$ cat config.mk
export PLATFORM = sky130hd
export DESIGN_NAME = rgb2mono_queue
export DESIGN_NICKNAME = d
export VERILOG_FILES = /design/src/rtl/rgb2mono_pkg.sv /design/src/rtl/rgb2mono_queue.sv
export SDC_FILE = /design/constraint.sdc
export NUM_CORES = 1
export LEC_CHECK = 0
export BUFFER_PORTS_ARGS = -buffer_cell sky130_fd_sc_hd__buf_2
export CAP_MARGIN = 20
export CORE_UTILIZATION = 41
export CTS_CLUSTER_SIZE = 12
export DETAILED_ROUTE_END_ITERATION = 7
export PLACE_DENSITY = 0.67
export SLEW_MARGIN = 20
export SYNTH_ARGS = -nofsm -noshare
export SYNTH_HDL_FRONTEND = slang
export SYNTH_SLANG_ARGS = --single-unit
$ cat constraint.sdc
create_clock -name clock -period 3.2 [get_ports clock]
set_input_delay 0.48 -clock clock [delete_from_list [all_inputs] [get_ports clock]]
set_output_delay 0.48 -clock clock [all_outputs]
set_load 0.02 [all_outputs]
$ cat src/rtl/rgb2mono_pkg.sv
// ----------------------------------------------------------------------------
// rgb2mono_pkg
// Shared types and constants for the RGB565 to 1-bpp framebuffer writer.
// ----------------------------------------------------------------------------
`timescale 1ns / 1ps
`default_nettype none

package rgb2mono_pkg;

   localparam int DEF_PANEL_WIDTH  = 800;
   localparam int DEF_PANEL_HEIGHT = 480;

   // 256 bytes per row by 2048 rows at most
   localparam int MAX_ADDR_W  = 19;
   localparam int QUEUE_DEPTH = 2;

   localparam logic [7:0] THRESHOLD_RESET = 8'd160;
   localparam logic [7:0] LUMA_COEF_R     = 8'd77;
   localparam logic [7:0] LUMA_COEF_G     = 8'd150;
   localparam logic [7:0] LUMA_COEF_B     = 8'd29;
   localparam logic [7:0] BYTE_WHITE      = 8'hFF;

   localparam int REQ_TDATA_W = 88;
   localparam int RSP_TDATA_W = 48;

   localparam logic CSR_SUPPRESS  = 1'b0;
   localparam logic CSR_THRESHOLD = 1'b1;

   localparam logic RES_READ    = 1'b0;
   localparam logic RES_REFRESH = 1'b1;

   typedef enum logic [1:0] {
      CMD_PIXEL = 2'd0,
      CMD_CHUNK = 2'd1,
      CMD_READ  = 2'd2
   } cmd_type;

   typedef enum logic [1:0] {
      OP_PIXEL = 2'd0,
      OP_READ  = 2'd1,
      OP_FULL  = 2'd2,
      OP_PLAN  = 2'd3
   } op_type;

   typedef enum logic [1:0] {
      RK_NONE    = 2'd0,
      RK_FULL    = 2'd1,
      RK_REINIT  = 2'd2,
      RK_PARTIAL = 2'd3
   } refresh_type;

   typedef struct packed {
      op_type                  op;
      logic                    in_range;
      logic [MAX_ADDR_W-1:0]   addr;
      logic [7:0]              mask;
      logic                    white;
      logic signed [11:0]      left;
      logic signed [11:0]      top;
      logic signed [11:0]      right;
      logic signed [11:0]      bottom;
   } qentry_type;

   typedef struct packed {
      logic       valid;
      qentry_type entry;
   } qpush_type;

endpackage

`default_nettype wire

$ cat src/rtl/rgb2mono_queue.sv
// ----------------------------------------------------------------------------
// rgb2mono_queue
// Short FIFO of classified work between the front and back parts.
// ----------------------------------------------------------------------------
`timescale 1ns / 1ps
`default_nettype none

module rgb2mono_queue (
   input  logic                     clock,
   input  logic                     reset,
   input  rgb2mono_pkg::qpush_type  push,
   output logic                     full,
   input  logic                     pop,
   output logic                     head_valid,
   output rgb2mono_pkg::qentry_type head
);
   import rgb2mono_pkg::*;

   localparam int QPTR_W = $clog2(QUEUE_DEPTH);
   localparam int QCNT_W = $clog2(QUEUE_DEPTH + 1);

   qentry_type          slot_ff [QUEUE_DEPTH];
   logic [QPTR_W-1:0]   wr_ptr_ff, wr_ptr_in;
   logic [QPTR_W-1:0]   rd_ptr_ff, rd_ptr_in;
   logic [QCNT_W-1:0]   count_ff, count_in;
   logic                do_push, do_pop;

   assign full       = (count_ff == QCNT_W'(QUEUE_DEPTH));
   assign head_valid = (count_ff != '0);
   assign head       = slot_ff[rd_ptr_ff];

   always_comb begin
      do_push   = push.valid && !full;
      do_pop    = pop && head_valid;
      wr_ptr_in = do_push ? wr_ptr_ff + QPTR_W'(1) : wr_ptr_ff;
      rd_ptr_in = do_pop ? rd_ptr_ff + QPTR_W'(1) : rd_ptr_ff;
      count_in  = count_ff;
      if (do_push && !do_pop) begin
         count_in = count_ff + QCNT_W'(1);
      end else if (!do_push && do_pop) begin
         count_in = count_ff - QCNT_W'(1);
      end
   end

   always_ff @(posedge clock) begin
      if (reset) begin
         wr_ptr_ff <= '0;
         rd_ptr_ff <= '0;
         count_ff  <= '0;
      end else begin
         wr_ptr_ff <= wr_ptr_in;
         rd_ptr_ff <= rd_ptr_in;
         count_ff  <= count_in;
      end
   end

   always_ff @(posedge clock) begin
      if (do_push) begin
         slot_ff[wr_ptr_ff] <= push.entry;
      end
   end

endmodule

`default_nettype wire

Word-level counts from Yosys, hierarchy flattened
Memories as Yosys holds them, arrays and structs flattened. A register that Yosys moved wholly into a read port is not among the register bits.
Cells that the tools add are included.
W data, S select, Z words.
{ "totals": {"regBits": 4, "ramBits": 158, "in_bits": 83, "output_inout_bits": 81, "word_cells": 24, "n_memories": 1} }
{ "memory_table": {"columns": ["memory", "words", "word_bits", "read_ports", "rd_clocked_by_memory_dff", "write_ports", "line_no", "source"], "rows": [
  ["slot_ff", 2, 79, 1, 1, 1, "rgb2mono_queue.sv:22", "qentry_type slot_ff [QUEUE_DEPTH];"]
]} }
{ "classes": {"add_sub_neg": 4, "eq_ne": 1, "muxes": 6, "n_reduce_logical": 9} }
{ "ops": {"columns": ["cell", "n"], "rows": [
  ["$logic_and A1 B1 Y1", 4],
  ["$mux W1", 4],
  ["$mux W2", 2],
  ["$reduce_bool A2 Y1", 2],
  ["$logic_not A1 Y1", 3],
  ["$add A1 B1 Y1 const B", 2],
  ["$add A2 B1 Y2 const B", 1],
  ["$eq A2 B2 Y1 const B", 1],
  ["$sub A2 B1 Y2 const B", 1]
]} }

Longest topological paths before layout
{ "logic_depth": {"ltp_word": 7, "mapped_depth": 6, "mapped_depth_nobuf": 6} }

Worst setup path before layout
No wires, ideal clock.
{ "synth_path": {"path_kind": "in2reg", "start": "in push[79] (netlist bit)", "end": "mem slot_ff[1][0] (netlist bit), enable pin", "t_arrival_ns": 2.514, "setup_slack_ns": 0.240, "cell_stages": 3, "n_path_buf": 0, "cell_sequence": "inv_1 nor2_1 and2_1"} }
{ "synth_between": {"elab_chain_len": 3} }
{ "synth_lines": {"columns": ["element", "line_no", "source"], "rows": [
  ["start, declared", "rgb2mono_queue.sv:11", "input rgb2mono_pkg::qpush_type push,"],
  ["$logic_and A1 B1 Y1", "rgb2mono_queue.sv:33", "do_push = push.valid && !full;"],
  ["net do_push", "rgb2mono_queue.sv:26", "logic do_push, do_pop;"],
  ["$mux W1", "rgb2mono_queue.sv:58", "if (do_push) begin"],
  ["$mux W1 (not written as such)", "rgb2mono_queue.sv:59", "slot_ff[wr_ptr_ff] <= push.entry;"],
  ["end, declared", "rgb2mono_queue.sv:22", null]
]} }
The timed path passes the listed nets, and every way through them passes these cells.

==> results.yml <==
cts:
  clk_path_buf_depth: 2
  clk_latency_ns: 0.42
  cts_root_buffer: "clkbuf_16"
  post_cts_resized: 0
  cts_buffers: 17
  clkTransAtPathRegs_ns: 0.06
  cts_tree: "done"
  postCtsSetupRepairBufs: 0
  htree_levels: 4
  cts.hold.buffers_added: 0
  clock_sinks: 163
timing:
  rsz0062_at_grt: "false"
  max_freq_mhz: 401
  hold_viol_final: 0
  tns_ns: 0
  fin_crit_sh_pct: 78.0
  tightest_slew_ns: 0.576
  finClkSkew_ns: 0.0107
  drv_slew: 0
  post-route-min-period_ns: 2.50
  setup_viol: 0
  maxSlewHeadroom_pct: 61.6
detailed_routing:
  drt-wirelength-per-cell_microns: 16.0
  viasPerCell: 4.70
  drc: 0
  ant_nets: 0
  wl_microns: 10200
  vias: 3009
  drt_iter0_drc: 134
  firstDrtPassIters: 4
synth:
  synth_most_common_cell: "edfxtp_1"
  syn_nets: 355
  synth_common_cells: "edfxtp_1, mux2_2, mux2_4, buf_2, dfxtp_1"
  syn_inst: 271
  synth_top_area_share_pct: 79.7
  synth-seq-cells: 163
  synth_edf_count: 158
  async_reset_ff_share_pct: 0
  ys_seq_area_share_pct: 81.3
  syn_area_sq_um: 5960
  avgSynthCellArea_sq_um: 22.0
  synth_ff_type: "edfxtp_1"
  synth_area_leader_cell: "edfxtp_1"
  ys_types: 16
  synth_area_leaders: "edfxtp_1, mux2_2, mux2_4"
  yosys_warnings: 0
setup_path:
  crit_required_ns: 2.72
  critPathMaxFanout: 41
  critPathMaxStageDelay_ns: 0.70
  arrival_ns: 2.02
  start_kind: "flip-flop"
  crit_slowest_cell: "dfxtp_4"
  critPathBufInv: 2
  cp_cell_sequence: "buf_12, mux2_2, buf_2"
  cpLargestDelayFamily: "flip-flops"
  crit_type: "reg2out"
  critPathCaptureType: "output port"
worst_hold_path:
  min_path_type: "in2reg"
power_and_ir_drop:
  pwr-share-seq_pct: 43.4
  p_comb_share_pct: 25.3
  power.leakage_uw: 0.00286
  total_power_uw: 6500
  powerDensity_nw_per_um2: 855
  ir_worst_vdd_mv: 0.494
  internal-power_uw: 4680
  switching_power_uw: 1830
  p_sw_share_pct: 28.1
  p_clk_share_pct: 31.3
floorplanning:
  die-height_microns: 123
  core-area_sq_um: 14000
  die_w_microns: 123
  die_area_sq_um: 15000
  rows: 43
  io_pins: 164
  initial_core_util_pct: 42.4
placed_design:
  dp_hpwl_microns: 6610
  gp_congestion: 0.686
  port_buffers: 163
finish:
  nNetsFinal: 532
  fillers: 1145
  layout-area-overhead-vs-synth_pct: 27.7
  diodes: 0
  drive_gt1_share_pct: 60.2
grt:
  grt_pass1_wl_microns: 15300
  grt.overflow.total: 0
  antenna_found_initial: 1
  first_global_vias: 3115
  grt_max_degree: 42
  grt_use_total_pct: 14.3
outcome:
  status: "finished clean"
run:
  cap_violations: 0
power groups by stage:
stage / Clock, uW / Combinational (uW) / Sequential (uW)
floorplan: 0 / 1220 / 2790
global placement: 0 / 1660 / 2860
detailed placement: 0 / 1670 / 2880
CTS: 2090 / 1680 / 2830
global route: 2160 / 1760 / 2860
finish: 2040 / 1640 / 2820
state kept, by name, indices dropped and copies added, names as in the netlist, named ones only:
register   count
count_ff       2
wr_ptr_ff      1
slot_ff      158
rd_ptr_ff      1
layout make-up:
class | instances | area, sq um | share of cell area, %
Clock buffer | 20 | 437 | 5.74
Inverter | 2 | 8.76 | 0.115
Multi-Input combinational cell | 97 | 1040 | 13.7
Clock inverter | 11 | 161 | 2.12
Timing Repair Buffer | 167 | 883 | 11.6
Tap cell | 180 | 225 | 2.96
Sequential cell | 163 | 4850 | 63.7
logic make-up (layout without fill, tap and decap cells):
| group | after synthesis | after routing | share of synthesized area [%] |
|---|---|---|---|
| flops | 163 | 163 | 81.3 |
| simple gates | 9 | 9 | 0.819 |
| buf+inv | 11 | 200 | 1.20 |
| mux | 79 | 79 | 15.6 |
| fa+ha+maj | 1 | 1 | 0.210 |
| compound gates | 5 | 5 | 0.420 |
| xor+xnor | 3 | 3 | 0.441 |
worst reg2reg max path, cell delays in order (launching register included):
cell and delay (ns):
dfxtp_1 0.33, nor2b_2 0.17, or3_1 0.34, clkinv_2 0.39, buf_4 0.35
cells in the final DEF (no fill, tap or decap), types with 2 or more instances in the layout:
cell type,netlist,layout
buf_2,6,163
edfxtp_1,158,158
mux2_2,69,69
clkbuf_16,0,17
mux2_4,10,10
nor2_1,4,4
bufinv_16,0,4
dfxtp_1,5,4
o21ai_0,3,3
clkinv_2,0,3
xor2_1,3,3
clkbuf_1,0,3
buf_12,0,3
or3_1,2,2
a21oi_1,2,2
clkinv_1,0,2
clkinvlp_4,0,2
worst paths after layout:
kind / startpoint / to / slack, ns / cells past startpoint
min: push[3] / slot_ff[0][3] / 0.24 / 1
max: flip-flop / head[15] / 0.70 / 3
min reg2reg: wr_ptr_ff / wr_ptr_ff / 0.50 / 2
max reg2reg: count_ff[1] / slot_ff[0][68] / 1.29 / 4
layer usage:
| metal | global-route usage [%] | vias to the layer above | wire (microns) |
|---|---|---|---|
| met5 | 0 | - | 12 |
| met4 | 6.71 | 2 | 133 |
| met3 | 6.04 | 13 | 737 |
| met2 | 23.3 | 111 | 5140 |
| met1 | 16.3 | 1462 | 4180 |
| li1 | - | 1421 | - |
per-stage QoR:
step                utilization, %  instances  instance area [sq um]  hold WS (ns)  worst slack [ns]
floorplan                        -        271                   5960         0.452             0.240
global placement              49.9        609                   7010         0.477              1.10
detailed placement            49.9        609                   7010         0.479              1.09
CTS                           54.2        640                   7610         0.227             0.628
global route                  54.2        640                   7610         0.224             0.572
finish                        54.2        640                   7610         0.245             0.703
Power figures use the tool's default switching activity.
