File: src/rtl/rgb2mono_pkg.sv
// ----------------------------------------------------------------------------
// rgb2mono_pkg
// Shared types and constants for the RGB565 to 1-bpp framebuffer writer.
// ----------------------------------------------------------------------------
`timescale 1ns / 1ps
`default_nettype none

package rgb2mono_pkg;

   localparam int DEF_PANEL_WIDTH  = 800;
   localparam int DEF_PANEL_HEIGHT = 480;

   // 256 bytes per row by 2048 rows at most
   localparam int MAX_ADDR_W  = 19;
   localparam int QUEUE_DEPTH = 2;

   localparam logic [7:0] THRESHOLD_RESET = 8'd160;
   localparam logic [7:0] LUMA_COEF_R     = 8'd77;
   localparam logic [7:0] LUMA_COEF_G     = 8'd150;
   localparam logic [7:0] LUMA_COEF_B     = 8'd29;
   localparam logic [7:0] BYTE_WHITE      = 8'hFF;

   localparam int REQ_TDATA_W = 88;
   localparam int RSP_TDATA_W = 48;

   localparam logic CSR_SUPPRESS  = 1'b0;
   localparam logic CSR_THRESHOLD = 1'b1;

   localparam logic RES_READ    = 1'b0;
   localparam logic RES_REFRESH = 1'b1;

   typedef enum logic [1:0] {
      CMD_PIXEL = 2'd0,
      CMD_CHUNK = 2'd1,
      CMD_READ  = 2'd2
   } cmd_type;

   typedef enum logic [1:0] {
      OP_PIXEL = 2'd0,
      OP_READ  = 2'd1,
      OP_FULL  = 2'd2,
      OP_PLAN  = 2'd3
   } op_type;

   typedef enum logic [1:0] {
      RK_NONE    = 2'd0,
      RK_FULL    = 2'd1,
      RK_REINIT  = 2'd2,
      RK_PARTIAL = 2'd3
   } refresh_type;

   typedef struct packed {
      op_type                  op;
      logic                    in_range;
      logic [MAX_ADDR_W-1:0]   addr;
      logic [7:0]              mask;
      logic                    white;
      logic signed [11:0]      left;
      logic signed [11:0]      top;
      logic signed [11:0]      right;
      logic signed [11:0]      bottom;
   } qentry_type;

   typedef struct packed {
      logic       valid;
      qentry_type entry;
   } qpush_type;

endpackage

`default_nettype wire

File: src/rtl/rgb2mono_front.sv
// ----------------------------------------------------------------------------
// rgb2mono_front
// Accepts request transfers, converts pixels to a mono bit, tracks the dirty
// rectangle and refresh state, and queues work for the back part.
// ----------------------------------------------------------------------------
`timescale 1ns / 1ps
`default_nettype none

module rgb2mono_front #(
   parameter int PANEL_WIDTH  = rgb2mono_pkg::DEF_PANEL_WIDTH,
   parameter int PANEL_HEIGHT = rgb2mono_pkg::DEF_PANEL_HEIGHT
) (
   input  logic                                   clock,
   input  logic                                   reset,
   input  logic                                   req_tvalid,
   output logic                                   req_tready,
   input  logic [rgb2mono_pkg::REQ_TDATA_W-1:0]   req_tdata,
   input  logic [1:0]                             req_tuser,
   input  logic                                   req_tlast,
   input  logic                                   csr_we,
   input  logic                                   csr_index,
   input  logic [7:0]                             csr_wdata,
   input  logic                                   q_full,
   input  logic                                   clearing,
   output rgb2mono_pkg::qpush_type                push
);
   import rgb2mono_pkg::*;

   localparam int LINE_BYTES = (PANEL_WIDTH + 7) / 8;
   localparam logic [MAX_ADDR_W-1:0] LINE_BYTES_A = MAX_ADDR_W'(LINE_BYTES);

   logic                suppress_ff;
   logic [7:0]          threshold_ff;
   logic                full_pending_ff, full_pending_in;
   logic                dirty_valid_ff, dirty_valid_in;
   logic signed [11:0]  dirty_left_ff, dirty_left_in;
   logic signed [11:0]  dirty_top_ff, dirty_top_in;
   logic signed [11:0]  dirty_right_ff, dirty_right_in;
   logic signed [11:0]  dirty_bottom_ff, dirty_bottom_in;

   cmd_type             cmd;
   logic                accept;
   logic signed [11:0]  pos_x, pos_y, a_left, a_top, a_right, a_bottom;
   logic [15:0]         pixel;
   logic [7:0]          r8, g8, b8;
   logic [15:0]         luma_sum;
   logic                on_screen, read_ok;
   logic [MAX_ADDR_W-1:0] row_base, pix_addr, rd_addr;

   assign req_tready = !clearing && !q_full;
   assign accept     = req_tvalid && req_tready;

   always_comb begin
      cmd      = cmd_type'(req_tuser);
      pos_x    = req_tdata[11:0];
      pos_y    = req_tdata[23:12];
      pixel    = req_tdata[39:24];
      a_left   = req_tdata[51:40];
      a_top    = req_tdata[63:52];
      a_right  = req_tdata[75:64];
      a_bottom = req_tdata[87:76];

      r8 = {pixel[15:11], pixel[15:13]};
      g8 = {pixel[10:5], pixel[10:9]};
      b8 = {pixel[4:0], pixel[4:2]};
      luma_sum = 16'(r8) * 16'(LUMA_COEF_R) + 16'(g8) * 16'(LUMA_COEF_G)
               + 16'(b8) * 16'(LUMA_COEF_B);

      on_screen = !pos_x[11] && ({1'b0, pos_x[10:0]} < 12'(PANEL_WIDTH))
               && !pos_y[11] && ({1'b0, pos_y[10:0]} < 12'(PANEL_HEIGHT));
      read_ok   = !pos_x[11] && ({1'b0, pos_x[10:0]} < 12'(LINE_BYTES))
               && !pos_y[11] && ({1'b0, pos_y[10:0]} < 12'(PANEL_HEIGHT));

      row_base = MAX_ADDR_W'(pos_y[10:0]) * LINE_BYTES_A;
      pix_addr = row_base + MAX_ADDR_W'(pos_x[10:3]);
      rd_addr  = row_base + MAX_ADDR_W'(pos_x[10:0]);

      // merged dirty rectangle
      if (!dirty_valid_ff) begin
         dirty_left_in   = a_left;
         dirty_top_in    = a_top;
         dirty_right_in  = a_right;
         dirty_bottom_in = a_bottom;
      end else begin
         dirty_left_in   = (a_left < dirty_left_ff) ? a_left : dirty_left_ff;
         dirty_top_in    = (a_top < dirty_top_ff) ? a_top : dirty_top_ff;
         dirty_right_in  = (a_right > dirty_right_ff) ? a_right : dirty_right_ff;
         dirty_bottom_in = (a_bottom > dirty_bottom_ff) ? a_bottom : dirty_bottom_ff;
      end

      full_pending_in       = full_pending_ff;
      dirty_valid_in        = dirty_valid_ff;
      push                  = '0;
      push.entry.left       = dirty_left_in;
      push.entry.top        = dirty_top_in;
      push.entry.right      = dirty_right_in;
      push.entry.bottom     = dirty_bottom_in;
      push.entry.mask       = 8'h80 >> pos_x[2:0];
      push.entry.white      = (luma_sum[15:8] >= threshold_ff);

      if (accept) begin
         case (cmd)
            CMD_PIXEL: begin
               push.valid          = on_screen;
               push.entry.op       = OP_PIXEL;
               push.entry.in_range = 1'b1;
               push.entry.addr     = pix_addr;
            end
            CMD_CHUNK: begin
               dirty_valid_in = !req_tlast;
               if (req_tlast && !suppress_ff) begin
                  push.valid      = 1'b1;
                  push.entry.op   = full_pending_ff ? OP_FULL : OP_PLAN;
                  full_pending_in = 1'b0;
               end
            end
            CMD_READ: begin
               push.valid          = 1'b1;
               push.entry.op       = OP_READ;
               push.entry.in_range = read_ok;
               push.entry.addr     = rd_addr;
            end
            default: ;
         endcase
      end
   end

   always_ff @(posedge clock) begin
      if (reset) begin
         suppress_ff     <= 1'b0;
         threshold_ff    <= THRESHOLD_RESET;
         full_pending_ff <= 1'b1;
         dirty_valid_ff  <= 1'b0;
      end else begin
         if (csr_we) begin
            case (csr_index)
               CSR_SUPPRESS:  suppress_ff  <= csr_wdata[0];
               CSR_THRESHOLD: threshold_ff <= csr_wdata;
               default: ;
            endcase
         end
         full_pending_ff <= full_pending_in;
         dirty_valid_ff  <= dirty_valid_in;
      end
   end

   always_ff @(posedge clock) begin
      if (accept && cmd == CMD_CHUNK) begin
         dirty_left_ff   <= dirty_left_in;
         dirty_top_ff    <= dirty_top_in;
         dirty_right_ff  <= dirty_right_in;
         dirty_bottom_ff <= dirty_bottom_in;
      end
   end

endmodule

`default_nettype wire

File: config.mk
export PLATFORM = sky130hd
export DESIGN_NAME = rgb2mono_front
export DESIGN_NICKNAME = d
export VERILOG_FILES = /design/src/rtl/rgb2mono_pkg.sv /design/src/rtl/rgb2mono_front.sv
export SDC_FILE = /design/constraint.sdc
export NUM_CORES = 1
export LEC_CHECK = 0
export BUFFER_PORTS_ARGS = -buffer_cell sky130_fd_sc_hd__buf_4
export CAP_MARGIN = 20
export CORE_ASPECT_RATIO = 0.8
export CORE_MARGIN = 3
export CORE_UTILIZATION = 60
export DETAILED_ROUTE_END_ITERATION = 8
export PLACE_DENSITY = 0.86
export SLEW_MARGIN = 20
export SYNTH_ARGS = -nofsm -noshare
export SYNTH_HDL_FRONTEND = slang
export SYNTH_SLANG_ARGS = --single-unit
File: constraint.sdc
create_clock -name clock -period 24.4 [get_ports clock]
set_input_delay 3.66 -clock clock [delete_from_list [all_inputs] [get_ports clock]]
set_output_delay 3.66 -clock clock [all_outputs]
set_load 0.03 [all_outputs]
After elaboration in Yosys (flattened, before gate mapping):

Index checks and enable logic that the tools add are counted.

* word-level logic and storage cells: 62
* bits in registers: 59
* output and inout bits: 81
* input bits: 106

* reductions and logical operators: 21
* equality and inequality tests: 2
* add/sub/neg operators: 4
* bitwise gates (word level): 1
* $lt $le $gt $ge: 8
* multipliers: 4
* shift-type cells: 1
* mux-type cells: 13

Operators with widths (count)
* $mux 12: 8
* $pmux 20 s2: 1
* $mul 8x7->15 const B: 2
* $gt 12x12->1: 2
* $lt 12x12->1: 2
* $mux 23: 1
* $add 18x11->19: 1
* $add 18x8->19: 1
* $add 15x16->16: 1
* $add 16x13->16: 1
* $mul 11x5->16 const B: 1
* $mul 8x5->13 const B: 1
* $lt 11x10->1 const B: 1
* $lt 11x7->1 const B: 1
* $lt 11x9->1 const B: 1
* $logic_and 1x1->1: 10
* $pmux 3 s3: 1
* $ge 8x8->1: 1
* $shr 8x3->8 const A: 1
* $logic_not 1->1: 6
* $reduce_and 2->1: 3
* $mux 3: 1
* $reduce_and 3->1: 1
* $eq 2x1->1 const B: 1
* other kinds (4): 4

Longest topological paths before layout:

* word-level depth: 6
* gate-level depth with buffers: 29
* depth with buffers taken out: 29

Worst setup path before layout:

OpenSTA, ideal clock, no wires.

* path kind: input to output
* from: in req_tdata[31] in the netlist's numbering
* to: out push[48] in the netlist's numbering
* buffers on the path: 0
* required time: 20.740 ns
* path slack: 10.851 ns
* data arrival time: 9.889 ns
* cell stages on the path: 25
* path through: ha_1 ha_1 inv_1 fa_1 fa_1 inv_1 ha_1 a21oi_1 xnor2_1 ha_1 fa_1 inv_1 fa_1 fa_1 inv_1 ha_1 or3_1 o21ai_0 a31oi_1 a31oi_1 o21bai_1 xnor2_1 ha_1 nand2_1 o21ai_0

RTL lines
* start: declaration: line rgb2mono_front.sv:17 `input logic [rgb2mono_pkg::REQ_TDATA_W-1:0] req_tdata,`
* end: declaration: line rgb2mono_front.sv:25 `output rgb2mono_pkg::qpush_type push`

==> flow_metrics.py <==
metrics = {
    "die": {
        "dieArea_um2": 16900,
        "core.rowCount": 39,
        "fp.dieW_um": 145,
        "core-area_um2": 14700,
        "start_util_pct": 62.9,
        "die_y_um": 117,
        "num_io_pins": 187,
    },
    "synthesis": {
        "synth_flop_cell": "edfxtp_1",
        "async_flop_share_pct": 0,
        "yosys.area.top_type": "ha_1",
        "synthCells": 1007,
        "synth_area_per_cell_um2": 9.18,
        "ys_top_cells_by_area": "ha_1 25%, edfxtp_1 16%, fa_1 13%",
        "synth_nets": 1360,
        "yosysSeqAreaShare_pct": 18.0,
        "synth_edf_count": 48,
        "synth_top_area_share_pct": 25.0,
        "yosysMostFrequentCell": "inv_1",
        "synth_seq_cells": 59,
        "yosysWarnings": 0,
        "synth_common_cells": "200 x inv_1, 185 x ha_1, 75 x nand2_1, 62 x fa_1, 48 x edfxtp_1",
        "synth.distinct_cells": 72,
        "netlist_area_um2": 9250,
    },
    "grt": {
        "antenna_found_initial": 0,
        "grt_pass1_wl_mm": 36.7,
        "grt_max_degree": 51,
        "grt_util_all_layers_pct": 27.0,
        "overflow": 0,
        "grt_pass1_vias": 7808,
    },
    "clock_tree": {
        "post_cts_buffers": 0,
        "cts_made_buffers": 9,
        "cts_hold_buf": 0,
        "htreeDepth": 3,
        "cts.path.max_buffers": 2,
        "root_buffer": "clkbuf_16",
        "clk_pin_slew_ps": 50,
        "cts_resized": 0,
        "clkSinkCount": 59,
        "clk_latency_ps": 330,
        "cts_tree": "yes",
    },
    "status": {
        "status": "complete, no violations",
    },
    "power_and_ir_drop": {
        "p_per_area_nw_per_um2": 105,
        "ir_drop_uv": 190,
        "p_leak_nw": 5.67,
    },
    "critical_path": {
        "cp.required_ps": 20740,
        "reg2reg_from": "dirty_left_ff[5]",
        "crit_buf_inv": 7,
        "crit_fanout": 4,
        "cp_slowest_cell": "fa_1",
        "setup.worst_path.class": "in -> out",
        "max_stage_delay_ps": 550,
        "cp-start-kind": "input port",
        "path_common_cell": "ha_1",
        "cpLargestDelayFamily": "adder cells",
        "cp.arrival_ps": 10470,
        "cp-startpoint": "req_tdata[30]",
        "crit_path_end_kind": "output port",
    },
    "layout": {
        "nets": 1539,
        "drive_gt1_share_pct": 21.7,
        "n_antenna_cell": 0,
        "area_growth_pct": 21.0,
        "final_util_pct": 76.2,
    },
    "timing": {
        "rsz0062_at_grt": "no",
        "timing.hold.ws_ps": 457,
        "fin_crit_sh_pct": 57.9,
        "period_needed_ps": 14130,
        "hold_violations": 0,
        "fin_worst_skew_ps": 9.53,
        "slew_viol_final": 0,
        "setup_ws_ps": 10270,
        "slew_headroom_pct": 35.0,
        "worst_pin_slew_ps": 968,
        "fmax_ghz": 0.0708,
        "fin_tns_setup_ps": 0,
        "setup_viol": 0,
    },
    "routing": {
        "wirelength_mm": 22.4,
        "wl_per_cell_um": 16.0,
        "dr.pass1.iters": 5,
        "num_vias": 7812,
        "routed_via_density": 5.60,
        "remaining_drc_errors": 0,
        "ant_nets": 0,
        "drt_iter0_drc": 439,
    },
    "run": {
        "max_cap_viol_count": 0,
    },
    "placement": {
        "port_buffers": 186,
        "place_ws_ps": 10350,
        "dp_hpwl_mm": 18.8,
        "place_congestion": 0.901,
    },
    "hold_path": {
        "worstHoldPathType": "reg -> reg",
        "min-delay-start": "full_pending_ff",
    },
}
-- report_power, final --
group	switching (W)	leakage (nW)	internal, W
Sequential	0.000000887	0.523	0.000111
Combinational	0.000492	4.97	0.000418
Clock	0.0000475	0.170	0.000101
-- sequential cells by signal, indices dropped and copies added (netlist names) --
| register | cells |
|---|---|
| dirty_left_ff | 12 |
| dirty_top_ff | 12 |
| dirty_right_ff | 12 |
| threshold_ff | 8 |
| suppress_ff | 1 |
| dirty_bottom_ff | 12 |
| dirty_valid_ff | 1 |
| full_pending_ff | 1 |
-- stage by stage --
stage	cells	total power (W)	cell area (µm²)
after floorplan	1007	0.000811	9250
final	1396	0.00117	11200
after global placement	1380	0.000966	10800
after global routing	1396	0.00131	11200
after detailed placement	1380	0.00101	10800
after CTS	1396	0.00117	11200
-- cells by family (layout without fill, tap and decap cells) --
family | after synthesis | count (layout) | synth area share [%]
AOI/OAI and AO/OA | 188 | 188 | 14.2
xor gates and xnor gates | 30 | 30 | 3.09
DFF | 59 | 59 | 18.0
muxes | 46 | 46 | 5.54
and+or+nand+nor | 214 | 214 | 11.4
adders and majority gates | 247 | 247 | 38.5
buffers and inverters | 223 | 407 | 9.32
-- worst register-to-register path: stages (launching register included) --
cell and delay, ps:
edfxtp_1 400, inv_1 70, ha_1 230, a21o_1 180
a221o_1 330, a31oi_1 180, o21ai_1 140, o21ai_1 780
mux2_2 450
-- final timing paths --
| check | slack (ps) | depth (start not counted) | end |
|---|---|---|---|
| max reg2reg | 21390 | 8 | dirty_left_ff[5] |
| min reg2reg | 460 | 1 | full_pending_ff |
| min | 460 | 1 | full_pending_ff |
| max | 10270 | 31 | push[48] |
-- final cells by class --
cell class,instances,area (µm²)
clock inverter,7,125
tap,205,256
timing repair buffer,191,1430
sequential,59,1660
fill,1012,3500
inverter,200,751
clock buffer,9,225
multi-input combinational,725,6740
-- cells in the final DEF (no fill, tap or decap), drive strengths merged, types with 5 or more instances in the layout --
cell type	count
mux2	41
nand2	75
nand2b	8
nor2	37
o211ai	16
xor2	13
a21o	26
inv	201
a211oi	8
ha	185
nand3	11
clkbuf	9
dfxtp	11
or3	7
fa	62
o21ai	28
o2bb2ai	11
xnor2	17
buf	191
o21a	13
a31oi	20
nor2b	9
nand4	10
o31ai	6
nor3	28
edfxtp	48
mux2i	5
a21oi	37
and2	5
-- layer usage --
metal / share of wire [%] / routed length [µm] / vias up / global-route usage [%]
met1: 45 / 10000 / 3661 / 36.9
met2: 47 / 10500 / 271 / 45.2
met3: 6.5 / 1450 / 31 / 3.98
met5: 0 / 0 / - / 0
li1: - / - / 3849 / -
met4: 2.0 / 448 / 0 / 7.09
Power figures use the tool's default switching activity.
